File: src/rtl/slew_limited_servo_pwm_core_macros.svh
// assertion macros for the servo pwm core
`ifndef SLEW_LIMITED_SERVO_PWM_CORE_MACROS_SVH
`define SLEW_LIMITED_SERVO_PWM_CORE_MACROS_SVH
`ifndef ASSERT_OFF
// plain property checked every clock outside reset
`define SLPWM_ASSERT(lbl, clk, rst_n, prop) \
  lbl: assert property (@(posedge clk) disable iff (!(rst_n)) (prop)) \
    else $error("slpwm assertion failed");
// overlapping implication checked every clock outside reset
`define SLPWM_ASSERT_IMPL(lbl, clk, rst_n, ante, cons) \
  lbl: assert property (@(posedge clk) disable iff (!(rst_n)) (ante) |-> (cons)) \
    else $error("slpwm implication failed");
// next-cycle implication checked every clock outside reset
`define SLPWM_ASSERT_NEXT(lbl, clk, rst_n, ante, cons) \
  lbl: assert property (@(posedge clk) disable iff (!(rst_n)) (ante) |=> (cons)) \
    else $error("slpwm next-cycle implication failed");
`else
`define SLPWM_ASSERT(lbl, clk, rst_n, prop)
`define SLPWM_ASSERT_IMPL(lbl, clk, rst_n, ante, cons)
`define SLPWM_ASSERT_NEXT(lbl, clk, rst_n, ante, cons)
`endif
`endif

File: src/rtl/slpwm_pkg.sv
// shared types, constants and helpers for the servo pwm core
`timescale 1ns / 1ps
package slpwm_pkg;

  localparam int unsigned CHANNELS_DEF = 2;

  localparam int unsigned WIDTH_W  = 11;
  localparam int unsigned PERIOD_W = 16;
  localparam int unsigned THRUST_W = 16;
  localparam int unsigned CHAN_W   = 8;
  localparam int unsigned LEVELS_W = 2;
  localparam int unsigned CFG_IDX_W  = 2;
  localparam int unsigned CFG_DATA_W = 16;
  localparam int unsigned IN_TDATA_W  = 24;
  localparam int unsigned OUT_TDATA_W = 8;

  localparam logic [PERIOD_W-1:0] RST_PERIOD = 16'd4000;
  localparam logic [WIDTH_W-1:0]  RST_STEP   = 11'd8;
  localparam logic [WIDTH_W-1:0]  RST_MIN    = 11'd1000;
  localparam logic [WIDTH_W-1:0]  RST_MAX    = 11'd2000;
  localparam logic [WIDTH_W-1:0]  RST_WIDTH  = 11'd1400;

  typedef enum logic [1:0] {
    MODE_TICK    = 2'd0,
    MODE_SET_ONE = 2'd1,
    MODE_SET_ALL = 2'd2,
    MODE_STOP    = 2'd3
  } mode_e;

  typedef enum logic [CFG_IDX_W-1:0] {
    CFG_PERIOD    = 2'd0,
    CFG_MAX_STEP  = 2'd1,
    CFG_PULSE_MIN = 2'd2,
    CFG_PULSE_MAX = 2'd3
  } cfg_idx_e;

  // per-channel control from the core
  typedef struct packed {
    logic               set_tgt;
    logic               ramp;
    logic [WIDTH_W-1:0] tgt;
  } chan_ctrl_t;

  // truncating remainder by 2048 (sign follows thrust), then clamped
  function automatic logic [WIDTH_W-1:0] make_target(
    input logic [THRUST_W-1:0] thrust,
    input logic [WIDTH_W-1:0]  pmin,
    input logic [WIDTH_W-1:0]  pmax
  );
    logic signed [WIDTH_W:0] rem;
    logic signed [WIDTH_W:0] lo;
    logic signed [WIDTH_W:0] hi;
    logic signed [WIDTH_W:0] r;
    if (thrust[THRUST_W-1] && (thrust[WIDTH_W-1:0] != '0)) begin
      rem = {1'b1, thrust[WIDTH_W-1:0]};
    end else begin
      rem = {1'b0, thrust[WIDTH_W-1:0]};
    end
    lo = {1'b0, pmin};
    hi = {1'b0, pmax};
    r  = rem;
    if (r < lo) r = lo;
    if (r > hi) r = hi;
    return r[WIDTH_W-1:0];
  endfunction

endpackage

File: src/rtl/slpwm_chan.sv
// one pwm channel: width registers, frame ramp and level compare
`timescale 1ns / 1ps
module slpwm_chan (
  input  logic                                clk_i,
  input  logic                                rst_ni,
  input  slpwm_pkg::chan_ctrl_t               ctrl_i,
  input  logic [slpwm_pkg::WIDTH_W-1:0]       max_step_i,
  input  logic [slpwm_pkg::PERIOD_W-1:0]      counter_i,
  output logic                                level_o
);
  import slpwm_pkg::*;

  logic [WIDTH_W-1:0] cur_q, cur_d;
  logic [WIDTH_W-1:0] tgt_q, tgt_d;
  logic [WIDTH_W:0]   cur_plus;
  logic [WIDTH_W:0]   tgt_plus;

  assign cur_plus = {1'b0, cur_q} + {1'b0, max_step_i};
  assign tgt_plus = {1'b0, tgt_q} + {1'b0, max_step_i};

  always_comb begin
    cur_d = cur_q;
    tgt_d = tgt_q;
    if (ctrl_i.ramp) begin
      if (cur_q < tgt_q) begin
        cur_d = (cur_plus < {1'b0, tgt_q}) ? cur_plus[WIDTH_W-1:0] : tgt_q;
      end else if (cur_q > tgt_q) begin
        cur_d = ({1'b0, cur_q} > tgt_plus) ? (cur_q - max_step_i) : tgt_q;
      end
    end
    if (ctrl_i.set_tgt) tgt_d = ctrl_i.tgt;
  end

  always_ff @(posedge clk_i or negedge rst_ni) begin
    if (!rst_ni) begin
      cur_q <= RST_WIDTH;
      tgt_q <= RST_WIDTH;
    end else begin
      cur_q <= cur_d;
      tgt_q <= tgt_d;
    end
  end

  assign level_o = (counter_i < {{(PERIOD_W-WIDTH_W){1'b0}}, cur_q});

endmodule

File: src/rtl/slew_limited_servo_pwm_core.sv
// top level: multichannel servo pwm with slew-limited pulse widths
// path: an accepted request is held in the input reg, its result in the result reg
// throughput: one request per cycle; result reg and input reg both hold under back-pressure
// reset: async active low, widths and targets 1400, counter 0, outputs enabled, regs to defaults
// no memories and no clearing pass; stop can only be undone by reset
`timescale 1ns / 1ps
`include "slew_limited_servo_pwm_core_macros.svh"
module slew_limited_servo_pwm_core #(
  parameter int unsigned CHANNELS = slpwm_pkg::CHANNELS_DEF
) (
  input  logic                                   clk_i,
  input  logic                                   rst_ni,
  // request stream
  input  logic                                   s_axis_tvalid,
  output logic                                   s_axis_tready,
  input  logic [slpwm_pkg::IN_TDATA_W-1:0]       s_axis_tdata,  // [7:0] channel, [23:8] thrust
  input  logic [1:0]                             s_axis_tuser,  // [1:0] mode
  // result stream
  output logic                                   m_axis_tvalid,
  input  logic                                   m_axis_tready,
  output logic [slpwm_pkg::OUT_TDATA_W-1:0]      m_axis_tdata,  // [1:0] pwm_levels, [2] frame_start,
                                                                // [3] running, [7:4] zero
  // configuration writes
  input  logic                                   cfg_we_i,
  input  logic [slpwm_pkg::CFG_IDX_W-1:0]        cfg_idx_i,
  input  logic [slpwm_pkg::CFG_DATA_W-1:0]       cfg_data_i
);
  import slpwm_pkg::*;

  localparam int unsigned CH_W = (CHANNELS > 1) ? $clog2(CHANNELS) : 1;

  // configuration registers
  logic [PERIOD_W-1:0] period_q;
  logic [WIDTH_W-1:0]  step_q;
  logic [WIDTH_W-1:0]  pmin_q;
  logic [WIDTH_W-1:0]  pmax_q;

  always_ff @(posedge clk_i or negedge rst_ni) begin
    if (!rst_ni) begin
      period_q <= RST_PERIOD;
      step_q   <= RST_STEP;
      pmin_q   <= RST_MIN;
      pmax_q   <= RST_MAX;
    end else if (cfg_we_i) begin
      unique case (cfg_idx_e'(cfg_idx_i))
        CFG_PERIOD:    period_q <= cfg_data_i[PERIOD_W-1:0];
        CFG_MAX_STEP:  step_q   <= cfg_data_i[WIDTH_W-1:0];
        CFG_PULSE_MIN: pmin_q   <= cfg_data_i[WIDTH_W-1:0];
        CFG_PULSE_MAX: pmax_q   <= cfg_data_i[WIDTH_W-1:0];
        default: ;
      endcase
    end
  end

  // handshake: the pipe moves when the result slot is free or being drained
  logic in_vld_q, out_vld_q;
  logic advance;
  logic s_accept;

  assign advance       = !out_vld_q || m_axis_tready;
  assign s_axis_tready = !in_vld_q || advance;
  assign s_accept      = s_axis_tvalid && s_axis_tready;
  assign m_axis_tvalid = out_vld_q;

  // input stage decode: channel reduced modulo CHANNELS by shifted compare-subtract
  logic [11:0]        chan_rem;
  logic [11:0]        chan_mul;
  logic [CH_W-1:0]    chan_idx;
  logic [WIDTH_W-1:0] tgt_new;

  always_comb begin
    chan_rem = {4'd0, s_axis_tdata[CHAN_W-1:0]};
    chan_mul = '0;
    for (int k = 7; k >= 0; k--) begin
      chan_mul = 12'(CHANNELS) << k;
      if (chan_rem >= chan_mul) chan_rem = chan_rem - chan_mul;
    end
    chan_idx = chan_rem[CH_W-1:0];
    tgt_new  = make_target(s_axis_tdata[CHAN_W +: THRUST_W], pmin_q, pmax_q);
  end

  // input register
  mode_e              mode_q;
  logic [CH_W-1:0]    idx_q;
  logic [WIDTH_W-1:0] tgt_q;

  always_ff @(posedge clk_i or negedge rst_ni) begin
    if (!rst_ni) begin
      in_vld_q <= 1'b0;
    end else if (s_accept) begin
      in_vld_q <= 1'b1;
    end else if (advance) begin
      in_vld_q <= 1'b0;
    end
  end

  always_ff @(posedge clk_i) begin
    if (s_accept) begin
      mode_q <= mode_e'(s_axis_tuser);
      idx_q  <= chan_idx;
      tgt_q  <= tgt_new;
    end
  end

  // work stage: counter, enable and per-channel control
  logic                process;
  logic [PERIOD_W-1:0] cnt_q, cnt_d;
  logic                en_q, en_d;
  logic [PERIOD_W:0]   cnt_inc;
  logic                wrap;
  logic                fstart;
  logic [CHANNELS-1:0] lvl;
  logic [CHANNELS+1:0] lvl_ext;
  logic [LEVELS_W-1:0] levels;
  chan_ctrl_t          ctrl [CHANNELS];

  assign process = in_vld_q && advance;
  assign cnt_inc = {1'b0, cnt_q} + 1'b1;
  // a zero period wraps on every tick, a shrunk period wraps at the next tick
  assign wrap    = (cnt_inc >= {1'b0, period_q});
  assign lvl_ext = {2'b00, lvl};

  always_comb begin
    cnt_d  = cnt_q;
    en_d   = en_q;
    fstart = 1'b0;
    levels = '0;
    for (int i = 0; i < CHANNELS; i++) begin
      ctrl[i].set_tgt = 1'b0;
      ctrl[i].ramp    = 1'b0;
      ctrl[i].tgt     = tgt_q;
    end
    if (process) begin
      unique case (mode_q)
        MODE_TICK: begin
          // levels and frame start come from the counter before it moves
          fstart = (cnt_q == '0);
          levels = en_q ? lvl_ext[LEVELS_W-1:0] : '0;
          cnt_d  = wrap ? '0 : cnt_inc[PERIOD_W-1:0];
          for (int i = 0; i < CHANNELS; i++) ctrl[i].ramp = wrap;
        end
        MODE_SET_ONE: begin
          for (int i = 0; i < CHANNELS; i++) begin
            ctrl[i].set_tgt = (idx_q == CH_W'(i));
          end
        end
        MODE_SET_ALL: begin
          for (int i = 0; i < CHANNELS; i++) ctrl[i].set_tgt = 1'b1;
        end
        MODE_STOP: en_d = 1'b0;
        default: ;
      endcase
    end
  end

  for (genvar g = 0; g < CHANNELS; g++) begin : g_chan
    slpwm_chan u_chan (
      .clk_i      (clk_i),
      .rst_ni     (rst_ni),
      .ctrl_i     (ctrl[g]),
      .max_step_i (step_q),
      .counter_i  (cnt_q),
      .level_o    (lvl[g])
    );
  end

  always_ff @(posedge clk_i or negedge rst_ni) begin
    if (!rst_ni) begin
      cnt_q <= '0;
      en_q  <= 1'b1;
    end else begin
      cnt_q <= cnt_d;
      en_q  <= en_d;
    end
  end

  // result register
  logic [LEVELS_W-1:0] res_lvl_q;
  logic                res_fs_q;
  logic                res_run_q;

  always_ff @(posedge clk_i or negedge rst_ni) begin
    if (!rst_ni) begin
      out_vld_q <= 1'b0;
    end else if (advance) begin
      out_vld_q <= in_vld_q;
    end
  end

  always_ff @(posedge clk_i) begin
    if (process) begin
      res_lvl_q <= levels;
      res_fs_q  <= fstart;
      res_run_q <= en_d;
    end
  end

  assign m_axis_tdata = {4'd0, res_run_q, res_fs_q, res_lvl_q};

  // checks
  `SLPWM_ASSERT_NEXT(a_stop_sticks, clk_i, rst_ni, !en_q, !en_q)
  `SLPWM_ASSERT_IMPL(a_idle_levels, clk_i, rst_ni, out_vld_q && !res_run_q, res_lvl_q == '0)
  `SLPWM_ASSERT_NEXT(a_work_lands, clk_i, rst_ni, process, out_vld_q)
  `SLPWM_ASSERT_NEXT(a_stall_keeps, clk_i, rst_ni, in_vld_q && !advance, in_vld_q)

endmodule

File: config.mk
export PLATFORM = sky130hd
export DESIGN_NAME = slew_limited_servo_pwm_core
export DESIGN_NICKNAME = d
export VERILOG_FILES = /design/src/rtl/slpwm_pkg.sv /design/src/rtl/slpwm_chan.sv /design/src/rtl/slew_limited_servo_pwm_core.sv
export VERILOG_INCLUDE_DIRS = /design/src /design/src/rtl
export SDC_FILE = /design/constraint.sdc
export NUM_CORES = 1
export LEC_CHECK = 0
export ABC_AREA = 1
export BUFFER_PORTS_ARGS = -buffer_cell sky130_fd_sc_hd__buf_4
export CAP_MARGIN = 20
export CORE_MARGIN = 2
export CORE_UTILIZATION = 64
export DETAILED_ROUTE_END_ITERATION = 8
export GPL_TIMING_DRIVEN = 0
export PLACE_DENSITY = 0.83
export SLEW_MARGIN = 25
export SYNTH_ARGS = -nofsm -noshare
export SYNTH_HDL_FRONTEND = slang
export SYNTH_SLANG_ARGS = --single-unit
File: constraint.sdc
create_clock -name clk_i -period 4 [get_ports clk_i]
set_input_delay 0.6 -clock clk_i [delete_from_list [all_inputs] [get_ports clk_i]]
set_output_delay 0.6 -clock clk_i [all_outputs]
set_load 0.1 [all_outputs]
* After elaboration in Yosys (flattened, before gate mapping) *
Index checks and enable logic that the tools add are counted.

storage, ports and cells
  register bits after elaboration = 130
  output and inout port bits = 10
  word-level logic and storage cells = 109

operators by class
  $add $sub $neg = 14
  magnitude comparators = 20
  equal/unequal tests = 6
  mux-type cells = 28
  bitwise logic cells = 1
  reductions and logical operators = 22

operators with widths
  kind                                                                                   count
  11-bit 2-to-1 mux                                                                      9
  12-bit 2-to-1 mux                                                                      8
  11-bit by 11-bit adder with 12-bit output                                              4
  16-bit by 11-bit less-than comparator with 1-bit output                                2
  11-bit by 12-bit greater-than comparator with 1-bit output                             2
  12-bit by 11-bit less-than comparator with 1-bit output                                2
  11-bit greater-than comparator                                                         2
  11-bit less-than comparator                                                            2
  11-bit subtractor                                                                      2
  16-bit by 1-bit adder with 17-bit output (second input constant)                       1
  17-bit by 16-bit greater-or-equal comparator with 1-bit output                         1
  16-bit zero test                                                                       1
  16-bit 2-to-1 mux                                                                      1
  2-bit AND reduction                                                                    8
  12-bit by 2-bit greater-or-equal comparator with 1-bit output (second input constant)  1
  12-bit by 3-bit greater-or-equal comparator with 1-bit output (second input constant)  1
  12-bit by 4-bit greater-or-equal comparator with 1-bit output (second input constant)  1
  12-bit by 5-bit greater-or-equal comparator with 1-bit output (second input constant)  1
  12-bit by 6-bit greater-or-equal comparator with 1-bit output (second input constant)  1
  12-bit by 7-bit greater-or-equal comparator with 1-bit output (second input constant)  1
  12-bit greater-than comparator                                                         1
  12-bit less-than comparator                                                            1
  12-bit by 3-bit subtractor with 12-bit output (second input constant)                  1
  12-bit by 4-bit subtractor with 12-bit output (second input constant)                  1
  other kinds (18)                                                                       36

* Depth between registers and ports, before layout *
Gate-level depths: netlist of run 1.

  word-level depth = 14
  gate-level depth with buffers = 26

* Cells and area by module *
A second synthesis of run 1 with hierarchy kept.

second synthesis, totals
  cells, all modules = 1850
  area, all modules = 13111.3 um^2

by module, submodules not included
  module                          instances  cells each  area each (um^2)  seq. area each (um^2)
  slew_limited_servo_pwm_core     1          670         5208.7            2267.2
  slpwm_chan at g_chan[1].u_chan  1          598         3983.8            565.5
  slpwm_chan at g_chan[0].u_chan  1          582         3918.8            565.5

* Least setup slack after synthesis of run 1 *
OpenSTA, ideal clock, no wires.

  kind = input port to flip-flop
  start point = input s_axis_tdata[15] (netlist name)
  end point = register tgt_q[10] (data pin)
  setup time = 0.267 ns
  arrival = 3.327 ns
  required time = 3.733 ns
  path slack = 0.406 ns
  cell stages on the path = 17
  buffers on the path = 2
  path through = ha_1 > a21oi_1 > o21ai_0 > o211ai_1 > nand2_1 > a211oi_1 > ha_1 > clkbuf_1 > o21ai_0 > ha_1 > a21oi_1 > o21ai_0 > nand3_1 > o2111ai_1 > nand3_1 > clkbuf_1 > o21ai_0

between the ends
  word-level cells in the longest chain between the ends = 7

ends and longest elaborated chain
  item                            RTL line                            RTL
  start: declaration              slew_limited_servo_pwm_core.sv:16   input logic [slpwm_pkg::IN_TDATA_W-1:0] s_axis_tdata,
  11-bit nonzero test             slpwm_pkg.sv:54                     if (thrust[THRUST_W-1] && (thrust[WIDTH_W-1:0] != '0)) begin
  1-bit logical AND               slpwm_pkg.sv:54
  12-bit 2-to-1 mux *             slpwm_pkg.sv:54
  12-bit less-than comparator     slpwm_pkg.sv:62                     if (r < lo) r = lo;
  12-bit 2-to-1 mux *             slpwm_pkg.sv:62
  12-bit greater-than comparator  slpwm_pkg.sv:63                     if (r > hi) r = hi;
  11-bit 2-to-1 mux *             slpwm_pkg.sv:63
  net tgt_new[10]                 slew_limited_servo_pwm_core.sv:69   logic [WIDTH_W-1:0] tgt_new;
  end signal: assignment          slew_limited_servo_pwm_core.sv:101  tgt_q <= tgt_new;
  end: declaration                slew_limited_servo_pwm_core.sv:85   logic [WIDTH_W-1:0] tgt_q;

The timed path passes the listed nets; every way through them passes the cells marked *.
A chain may end at the register's enable or synchronous reset.

* Worst setup path in the final report of run 1 *
  start point = register pmin_q[7]
  end point = register tgt_q[4] (data pin)

between the ends
  word-level cells in the longest chain between the ends = 4

ends and longest elaborated chain
  item                            RTL line                           RTL
  start: declaration              slew_limited_servo_pwm_core.sv:35  logic [WIDTH_W-1:0] pmin_q;
  start signal: assignment        slew_limited_servo_pwm_core.sv:48  CFG_PULSE_MIN: pmin_q <= cfg_data_i[WIDTH_W-1:0];
  12-bit less-than comparator     slpwm_pkg.sv:62
  12-bit 2-to-1 mux *             slpwm_pkg.sv:62
  12-bit greater-than comparator  slpwm_pkg.sv:63
  11-bit 2-to-1 mux *             slpwm_pkg.sv:63
  net tgt_new[4]                  slew_limited_servo_pwm_core.sv:69

Marked as above.

==> results.txt, run 1 <==
* Area of the placeable core: 0.01883 sq mm
- The first global-routing pass estimated 57.74 mm of wire.
- Total count of max-transition violations in the final report: 0
- Cell accounting for the most synthesized area: ha_1
- Relative to the synthesized area, the layout overhead comes to 11.06%.
- Final critical-path required period: 3.826 ns
* Placement row count: 50
* Category of the worst setup path launch point: flop
- Number of cells traversed by the worst register-to-register path: 19
* GR Util All Layers: 36.41%
- Area share of the leading cell type in the synthesized netlist: 19.39%
- Vertical die dimension: 143.1 um
- For the pin with the worst max-slew slack, the measured transition is 0.9102 ns.
- Initial DRC Count: 1204
- Type of the tightest min-delay check: input pin to async pin
- Remaining routing DRC violations: 0
- Global routing finished with a remaining overflow of 0.
* Power, Total: 10.67 mW
- The repair_antennas step left the layout with diodes totalling 0.
- Synth cell types: 54
- Main flop type after synthesis: dfrtp_1
* Detailed-route wire length per cell: 17.61 um
- Summing the areas of all fa, ha and maj instances in the mapped netlist gives 20.36% of the synthesized area.
- In this run, synthesis inferred 18 flip-flops with an integrated enable.
* Number of filler instances in the final layout: 1488
- Max IR drop VDD: 413.8 uV
- The HPWL after detailed placement is 26.97 mm.
- Via-per-instance ratio: 5.846
- Number of hold-repair buffers added at the cts stage: 0
- Warning count from the yosys run: 0
- The initial utilization of the core area, before any placement, comes to 65.79%.
* Syn Inst Count: 1715
* Clock Latency Late Sink: 0.43 ns
* Remaining antenna violation count after routing: 0
- The flow ran to the end, and the final reports show no timing, DRC or antenna violations.
- Data required time of the critical path: 4.25 ns
* Proportion of register bits with asynchronous set or reset after synthesis: 86.15%
- The share of the Yosys chip area taken by registers is 27.43%.
- Crit share post-route: 95.66%
- Final count of negative-setup-slack endpoints: 0
- Setup CP Type: flop to flop
- The number of hold-slack violations in the final timing report came to 0.
- The post-route netlist has 10.46% of its cells at a drive strength greater than 1.
- Port Buffers: 43
- Timing-limited maximum frequency: 261.3 MHz
- Main combinational cell family by area after synthesis: simple AND/OR/NAND/NOR gates
- In this run the clock root is driven by a clkbuf_16.
- Pin count of the biggest net entering global routing: 113
* Clock transition at path regs: 0.06 ns
- Summing the areas of all compound-gate instances in the mapped netlist gives 12.33% of the synthesized area.
* Capturing point of the worst reg2reg path: tgt_q[4]
- For the final routed database, the setup TNS stands at 0 ns.
- Routability-driven placement congestion ratio: 0.9749
* Multiplexer share of the synthesized area: 0%
* WP data arrival: 4.07 ns
- Maximum net fanout on the critical path: 10
- The routed design has 36.22 mm of wire.
* Sinks on Clock Net: 130
- In this run the horizontal extent of the chip is 143.1 um.
- Via count of the first global-routing pass: 11550
* Worst Setup End Kind: flop
* Initial antenna violation count: 0
* RR Startpoint: pmin_q[7]
* Avg Inst Size Synth: 7.223 sq um
* CTS tree: built
* Vias: 12030
- The H-tree generated during clock tree synthesis spans 4 levels.
- Summing the areas of all xor and xnor instances in the mapped netlist gives 3.959% of the synthesized area.
- Die area: 0.02048 sq mm
* Most instantiated library cell after synthesis: nand2_1
- Counting instances in the post-synthesis netlist gives the leading cell types as nand2_1 (430), inv_1 (248), ha_1 (192), nand3_1 (138), o21ai_0 (116).
* Nets: 2031
- Across the routed clock network, the largest skew measured is 0.009668 ns.
* Total iterations of the first detailed-routing run: 6
- Number of CTS-inserted buffers: 17
- Sorting the synthesized cells by area gives the leading types as ha_1 (19%), dfrtp_1 (14%), nand2_1 (13%).
- In this run the count of I/O pins placed on the die edge is 59.
* Post-synthesis simple-gate area fraction: 25.89%
- After synthesis the cells add up to 0.01239 sq mm.
* Power per standard cell area: 775.4 mW/mm^2
* Count of state elements after synthesis: 130
* LEAKAGE: 7.365 nW
- In this run the tightest slew margin relative to its limit is 39.32%.
* Flop2flop setup slack: 0.17 ns
* Maxcap violations: 0
- No sink is reached through more buffers than the 2 on the longest clock path.
[area by class of cell]
cell class,instances,area [sq um],share of cell area [%]
Sequential cell,130,3408,24.77
Clock buffer,17,425.4,3.092
Tap cell,260,325.3,2.364
Timing Repair Buffer,47,359.1,2.610
Buffer,53,299.0,2.174
Multi-Input combinational cell,1280,7781,56.56
Inverter,255,957.2,6.957
Clock inverter,15,202.7,1.473
[stage by stage]
step | area [sq um] | cells | util, % | hold WS, ns | setup WS (ns)
2_1_floorplan | 12400 | 1718 | - | 0.3044 | 0.4056
3_3_place_gp | 13050 | 2021 | 69.29 | 0.4692 | -0.2479
3_5_place_dp | 13050 | 2021 | 69.31 | 0.4686 | -0.3224
4_1_cts | 13690 | 2053 | 72.68 | 0.3450 | 0.03974
5_1_grt | 13760 | 2057 | 73.06 | 0.3526 | -0.07049
6_report | 13760 | 2057 | 73.06 | 0.2966 | 0.1736
[registers in the layout, summed over array words and instances (netlist names)]
signal and cells:
en_q 1, g_chan.u_chan.cur_q 22, pmin_q 11, g_chan.u_chan.tgt_q 22
period_q 16, mode_q 2, idx_q 1, pmax_q 11
step_q 11, res_run_q 1, m_axis_tvalid 1, tgt_q 11
cnt_q 16, res_lvl_q 2, res_fs_q 1, in_vld_q 1
[report_power, final]
group	internal, mW	total, mW	switching (mW)	leakage [nW]
clock network	1.05	1.70	0.646	0.306
logic	2.42	6.61	4.19	5.58
registers	1.81	2.36	0.549	1.48
total	5.28	10.7	5.39	7.37
[how the worst max path moves through the flow]
stage / from / endpoint / slack [ns] / depth (start not counted)
after global placement: s_axis_tdata[13] / tgt_q[10] / -0.25 / 18
after global routing: pmin_q[7] / tgt_q[2] / -0.07 / 20
after CTS: pmin_q[7] / tgt_q[2] / 0.04 / 20
after floorplan: s_axis_tdata[15] / tgt_q[10] / 0.41 / 17
after detailed placement: s_axis_tdata[8] / tgt_q[10] / -0.32 / 17
final: pmin_q[7] / tgt_q[4] / 0.17 / 19
[repair_timing]
| action | in CTS | in global routing |
|---|---|---|
| resized for setup | 5 | 30 |
| pin swaps | 0 | 3 |
| setup endpoints to repair | 23 | 31 |
| setup buffers | 0 | 4 |
[logic make-up after synthesis]
group / after synthesis
AND/OR/NAND/NOR: 740
AO/OA/AOI/OAI: 282
XOR/XNOR: 56
adder cells (fa/ha/maj): 198
buffers and inverters: 308
other: 1
flip-flops: 130
[worst max-delay path: stages (launching register included)]
cell and delay, ns:
dfstp_2 0.53, inv_1 0.06, ha_1 0.31, a21oi_1 0.15, o21ai_0 0.09, o211ai_1 0.18, nand2_1 0.10, a211oi_2 0.20
ha_1 0.30, buf_4 0.19, nor2_1 0.08, a21oi_1 0.07, ha_1 0.30, nand2_1 0.06, nor2_1 0.20, nand3_1 0.11
o2111ai_1 0.10, nand3_2 0.15, clkbuf_2 0.21, o21ai_0 0.25
[layer usage]
metal  vias to the layer above  global-route usage [%]  wire length (um)
li1                       5792                       -                 -
met1                      5584                   45.35             14360
met2                       521                   61.47             17040
met3                       128                   5.667              2830
met4                         0                   18.08              1987
met5                         -                       0                 0
[cells in the final DEF (no fill, tap or decap), types with 5 or more instances in the layout]
master and n:
a21oi_1 113, a31oi_1 7, buf_2 7, buf_4 59
buf_6 5, clkbuf_1 22, clkbuf_16 17, dfrtp_1 62
dfrtp_2 5, dfstp_2 44, edfxtp_1 18, fa_1 6
ha_1 192, inv_1 248, inv_2 6, inv_6 5
nand2_1 430, nand3_1 137, nand4_1 27, nor2_1 90
nor2_2 5, nor3_1 16, nor4_1 7, o211ai_1 12
o21a_1 5, o21ai_0 111, o21ai_1 9, o21bai_1 8
xnor2_1 12, xor2_1 44
Power figures use the tool's default switching activity.
==> run 2: changes to the inputs <==
--- a/config.mk
+++ b/config.mk
@@ -10,10 +10,12 @@
 export BUFFER_PORTS_ARGS = -buffer_cell sky130_fd_sc_hd__buf_4
 export CAP_MARGIN = 20
 export CORE_MARGIN = 2
-export CORE_UTILIZATION = 64
+export CORE_UTILIZATION = 65
+export CTS_BUF_LIST = sky130_fd_sc_hd__clkbuf_4 sky130_fd_sc_hd__clkbuf_8
 export DETAILED_ROUTE_END_ITERATION = 8
 export GPL_TIMING_DRIVEN = 0
-export PLACE_DENSITY = 0.83
+export PLACE_DENSITY = 0.84
+export SKIP_CTS_REPAIR_TIMING = 1
 export SLEW_MARGIN = 25
 export SYNTH_ARGS = -nofsm -noshare
 export SYNTH_HDL_FRONTEND = slang
==> constraint.sdc (replaced) <==
create_clock -name clk_i -period 4 [get_ports clk_i]
set_input_delay 0.6 -clock clk_i [delete_from_list [all_inputs] [get_ports clk_i]]
set_output_delay 0.6 -clock clk_i [all_outputs]
set_load 0.02 [all_outputs]
==> run 2 against run 1 <==
  * Clock power shrank 28%
  * Critical path type unchanged
  * Routed wire length fell by 5.1%
  * Register-to-register slack barely moved
  * Maximum frequency shrank 0.12%
  * Die area shrank 1.5%
  * Flip-flop and latch count is the same
  * Design area shrank 1.5%
  * Total power fell by 6.3%
  * Clock skew up 0.010 ns
==> results.txt, run 2 (synthesis results as in run 1) <==
- The area of the multi-input gates was 0.007794 sq mm (+0.16%).
* Measured slew at the worst slew-check pin: 0.6203 ns (-0.2899 ns)
- Clock Latency Late Sink: 0.47 ns (+0.04 ns)
- The number of buffers created by CTS is 17 (unchanged).
- RR Startpoint: pmin_q[7]
- The clock-pin slew on the worst setup and hold paths is 0.09 ns (+0.03 ns).
- LEAKAGE: 7.292 nW (-1.0%)
- Commonest non-fill, non-tap cell in the layout: nand2_1
- Via-per-instance ratio: 5.881 (+0.60%)
- The library cells used most frequently in the layout, excluding fill and tap cells, are nand2_1 (430), inv_1 (248), ha_1 (192).
* Initial DRC Count: 914 (-24%)
- Via count of the first global-routing pass: 11450 (-0.81%)
* Nets: 2032 (+0.049%)
* Starting utilization of the core area: 66.23% (+0.44 points)
- Vertical die dimension: 142.1 um (-0.75%)
* Port Buffers: 43 (unchanged)
- The pin count of the biggest net entering global routing is 63 (-44%).
- Remaining antenna violation count after routing: 0 (unchanged)
- The first-pass detailed-route iteration total was 9 (+3).
- Overflow after GRT: 0 (unchanged)
* Routability-driven placement congestion ratio: 0.9724 (-0.26%)
* Status: complete, no violations
- The max-slew violation count is 0 (unchanged).
- Global-route wire length before repair: 55.54 mm (-3.8%)
- The count of fill cells added during filler insertion was 1553 (+4.4%).
- I/O pins: 59 (unchanged)
* CTS tree: built
* Area of the placeable core: 0.01871 sq mm (-0.66%)
- Power, Total: 9.997 mW (-6.3%)
- The diode insertion count for antenna repair came to 0 (unchanged).
* Detailed-route wire length per cell: 16.92 um (-3.9%)
- Flop2flop setup slack: 0.17 ns (about the same)
- The largest registers in the layout are g_chan.u_chan.cur_q (22), g_chan.u_chan.tgt_q (22).
- The number of hold-slack violations in the final timing report was 0 (unchanged).
- The data required time at the worst endpoint is 4.21 ns (-0.04 ns).
- The time the final worst path needs with I/O delays and setup came to 3.831 ns (+0.004428 ns).
- WP data arrival: 4.04 ns (-0.03 ns)
- Category of the worst setup path launch point: flop
* Vias: 11950 (-0.62%)
* Worst Setup End Kind: flop
- Final count of negative-setup-slack endpoints: 0 (unchanged)
- The number of remaining DRC errors is 0 (unchanged).
- Number of cells traversed by the worst register-to-register path: 20 (+1)
- The die area came to 0.02018 sq mm (-1.5%).
- The initial antenna violation count is 0 (unchanged).
- The worst-case headroom to the max-slew limit was 58.65% (+19 points).
- GR Util All Layers: 35.04% (-1.4 points)
- Power per standard cell area: 737.5 mW/mm^2 (-4.9%)
- HPWL reported at the end of detailed placement: 26.59 mm (-1.4%)
- Max IR drop VDD: 315.1 uV (-24%)
- The setup clock skew after layout is 0.01980 ns (+0.01013 ns).
* Setup ws final: 0.1692 ns (-0.004428 ns)
* Maximum net fanout on the critical path: 10 (unchanged)
- The critical path is of the flop to flop type.
- The proportion of layout cells with a drive suffix above 1 came to 10.62% (+0.16 points).
- Area Growth Syn to Fin: 9.423%
- CTS HTree Levels: 4 (unchanged)
- Sinks on Clock Net: 130 (unchanged)
* Type of the tightest min-delay check: input pin to async pin
- Clock buffer depth: 2 (unchanged)
* Crit share post-route: 95.77% (+0.11 points)
- The horizontal die dimension was 142.1 um (-0.75%).
* Placement row count: 50 (unchanged)
* Worst slack, placed: -0.3289 ns (-0.006518 ns)
- Timing-limited maximum frequency: 261.0 MHz (-0.12%)
* Clock Tree Root: clkbuf_8
- Capturing point of the worst reg2reg path: tgt_q[5]
- The count of max-cap constraint violations was 0 (unchanged).
- Footprint of the flip-flops and latches: 0.003405 sq mm (-0.11%)
* Total wire length after detailed routing: 34.38 mm (-5.1%)
-- run 2: cell types whose count changed in the layout (fill, tap and decap cells not counted), moves of 3 or more --
cell	previous run	this run
o21ai_0	111	107
inv_6	5	1
dfrtp_1	62	65
dfrtp_2	5	2
clkbuf_4	0	4
clkbuf_8	1	18
clkbuf_16	17	0
-- run 2: cell type report --
| class | count | area share (%) |
|---|---|---|
| sequential | 130 | 25.12 |
| timing repair buffer | 48 | 2.834 |
| clock inverter | 11 | 1.135 |
| multi-input combinational | 1280 | 57.49 |
| buffer | 53 | 2.206 |
| tap | 234 | 2.160 |
| clock buffer | 21 | 1.994 |
| inverter | 255 | 7.061 |
-- run 2: worst max path at each step --
stage	startpoint	endpoint	slack (ns)	cells past startpoint
3_5_place_dp	s_axis_tdata[15]	tgt_q[10]	-0.33	18
4_1_cts	pmin_q[7]	tgt_q[10]	-0.18	18
6_report	pmin_q[7]	tgt_q[5]	0.17	20
2_1_floorplan	s_axis_tdata[15]	tgt_q[10]	0.41	17
3_3_place_gp	s_axis_tdata[15]	tgt_q[10]	-0.23	18
5_1_grt	pmin_q[7]	tgt_q[2]	-0.09	18
-- run 2: stage by stage --
step / setup TNS [ns] / hold slack [ns] / util, % / instance area (sq um) / std cells
finish: 0 / 0.06756 / 72.47 / 13560 / 2032
global route: -0.6842 / 0.1053 / 72.47 / 13560 / 2032
CTS: -1.796 / 0.08102 / 72.01 / 13470 / 2028
detailed placement: -3.349 / 0.4775 / 69.75 / 13050 / 1996
global placement: -2.128 / 0.4682 / 69.58 / 13020 / 1995
floorplan: 0 / 0.3044 / - / 12400 / 1718
-- run 2: metal layers --
metal | GRT usage [%] | wire length, um | vias up
li1 | - | - | 5785
met1 | 42.85 | 13900 | 5534
met2 | 59.73 | 16310 | 497
met3 | 5.855 | 2411 | 134
met4 | 17.84 | 1749 | 0
met5 | 0 | 0 | -
-- run 2: where the power goes --
part / total, mW / switching, mW / internal [mW]
Clock: 1.22 / 0.562 / 0.660
Sequential: 2.33 / 0.515 / 1.81
Combinational: 6.45 / 4.03 / 2.42
-- run 2: critical path: stages, from the launching register on --
cell	delay [ns]
dfstp_2	0.54
inv_1	0.06
ha_1	0.31
a21oi_1	0.20
o21ai_1	0.10
o211ai_1	0.18
nand2_1	0.09
a211oi_2	0.19
ha_1	0.28
clkbuf_4	0.20
nand2_1	0.10
o21ai_2	0.07
ha_1	0.30
nand2_1	0.07
o21ai_1	0.17
nand3_1	0.10
o2111ai_1	0.11
nand3_2	0.16
buf_4	0.20
nand2_1	0.07
o21ai_0	0.07
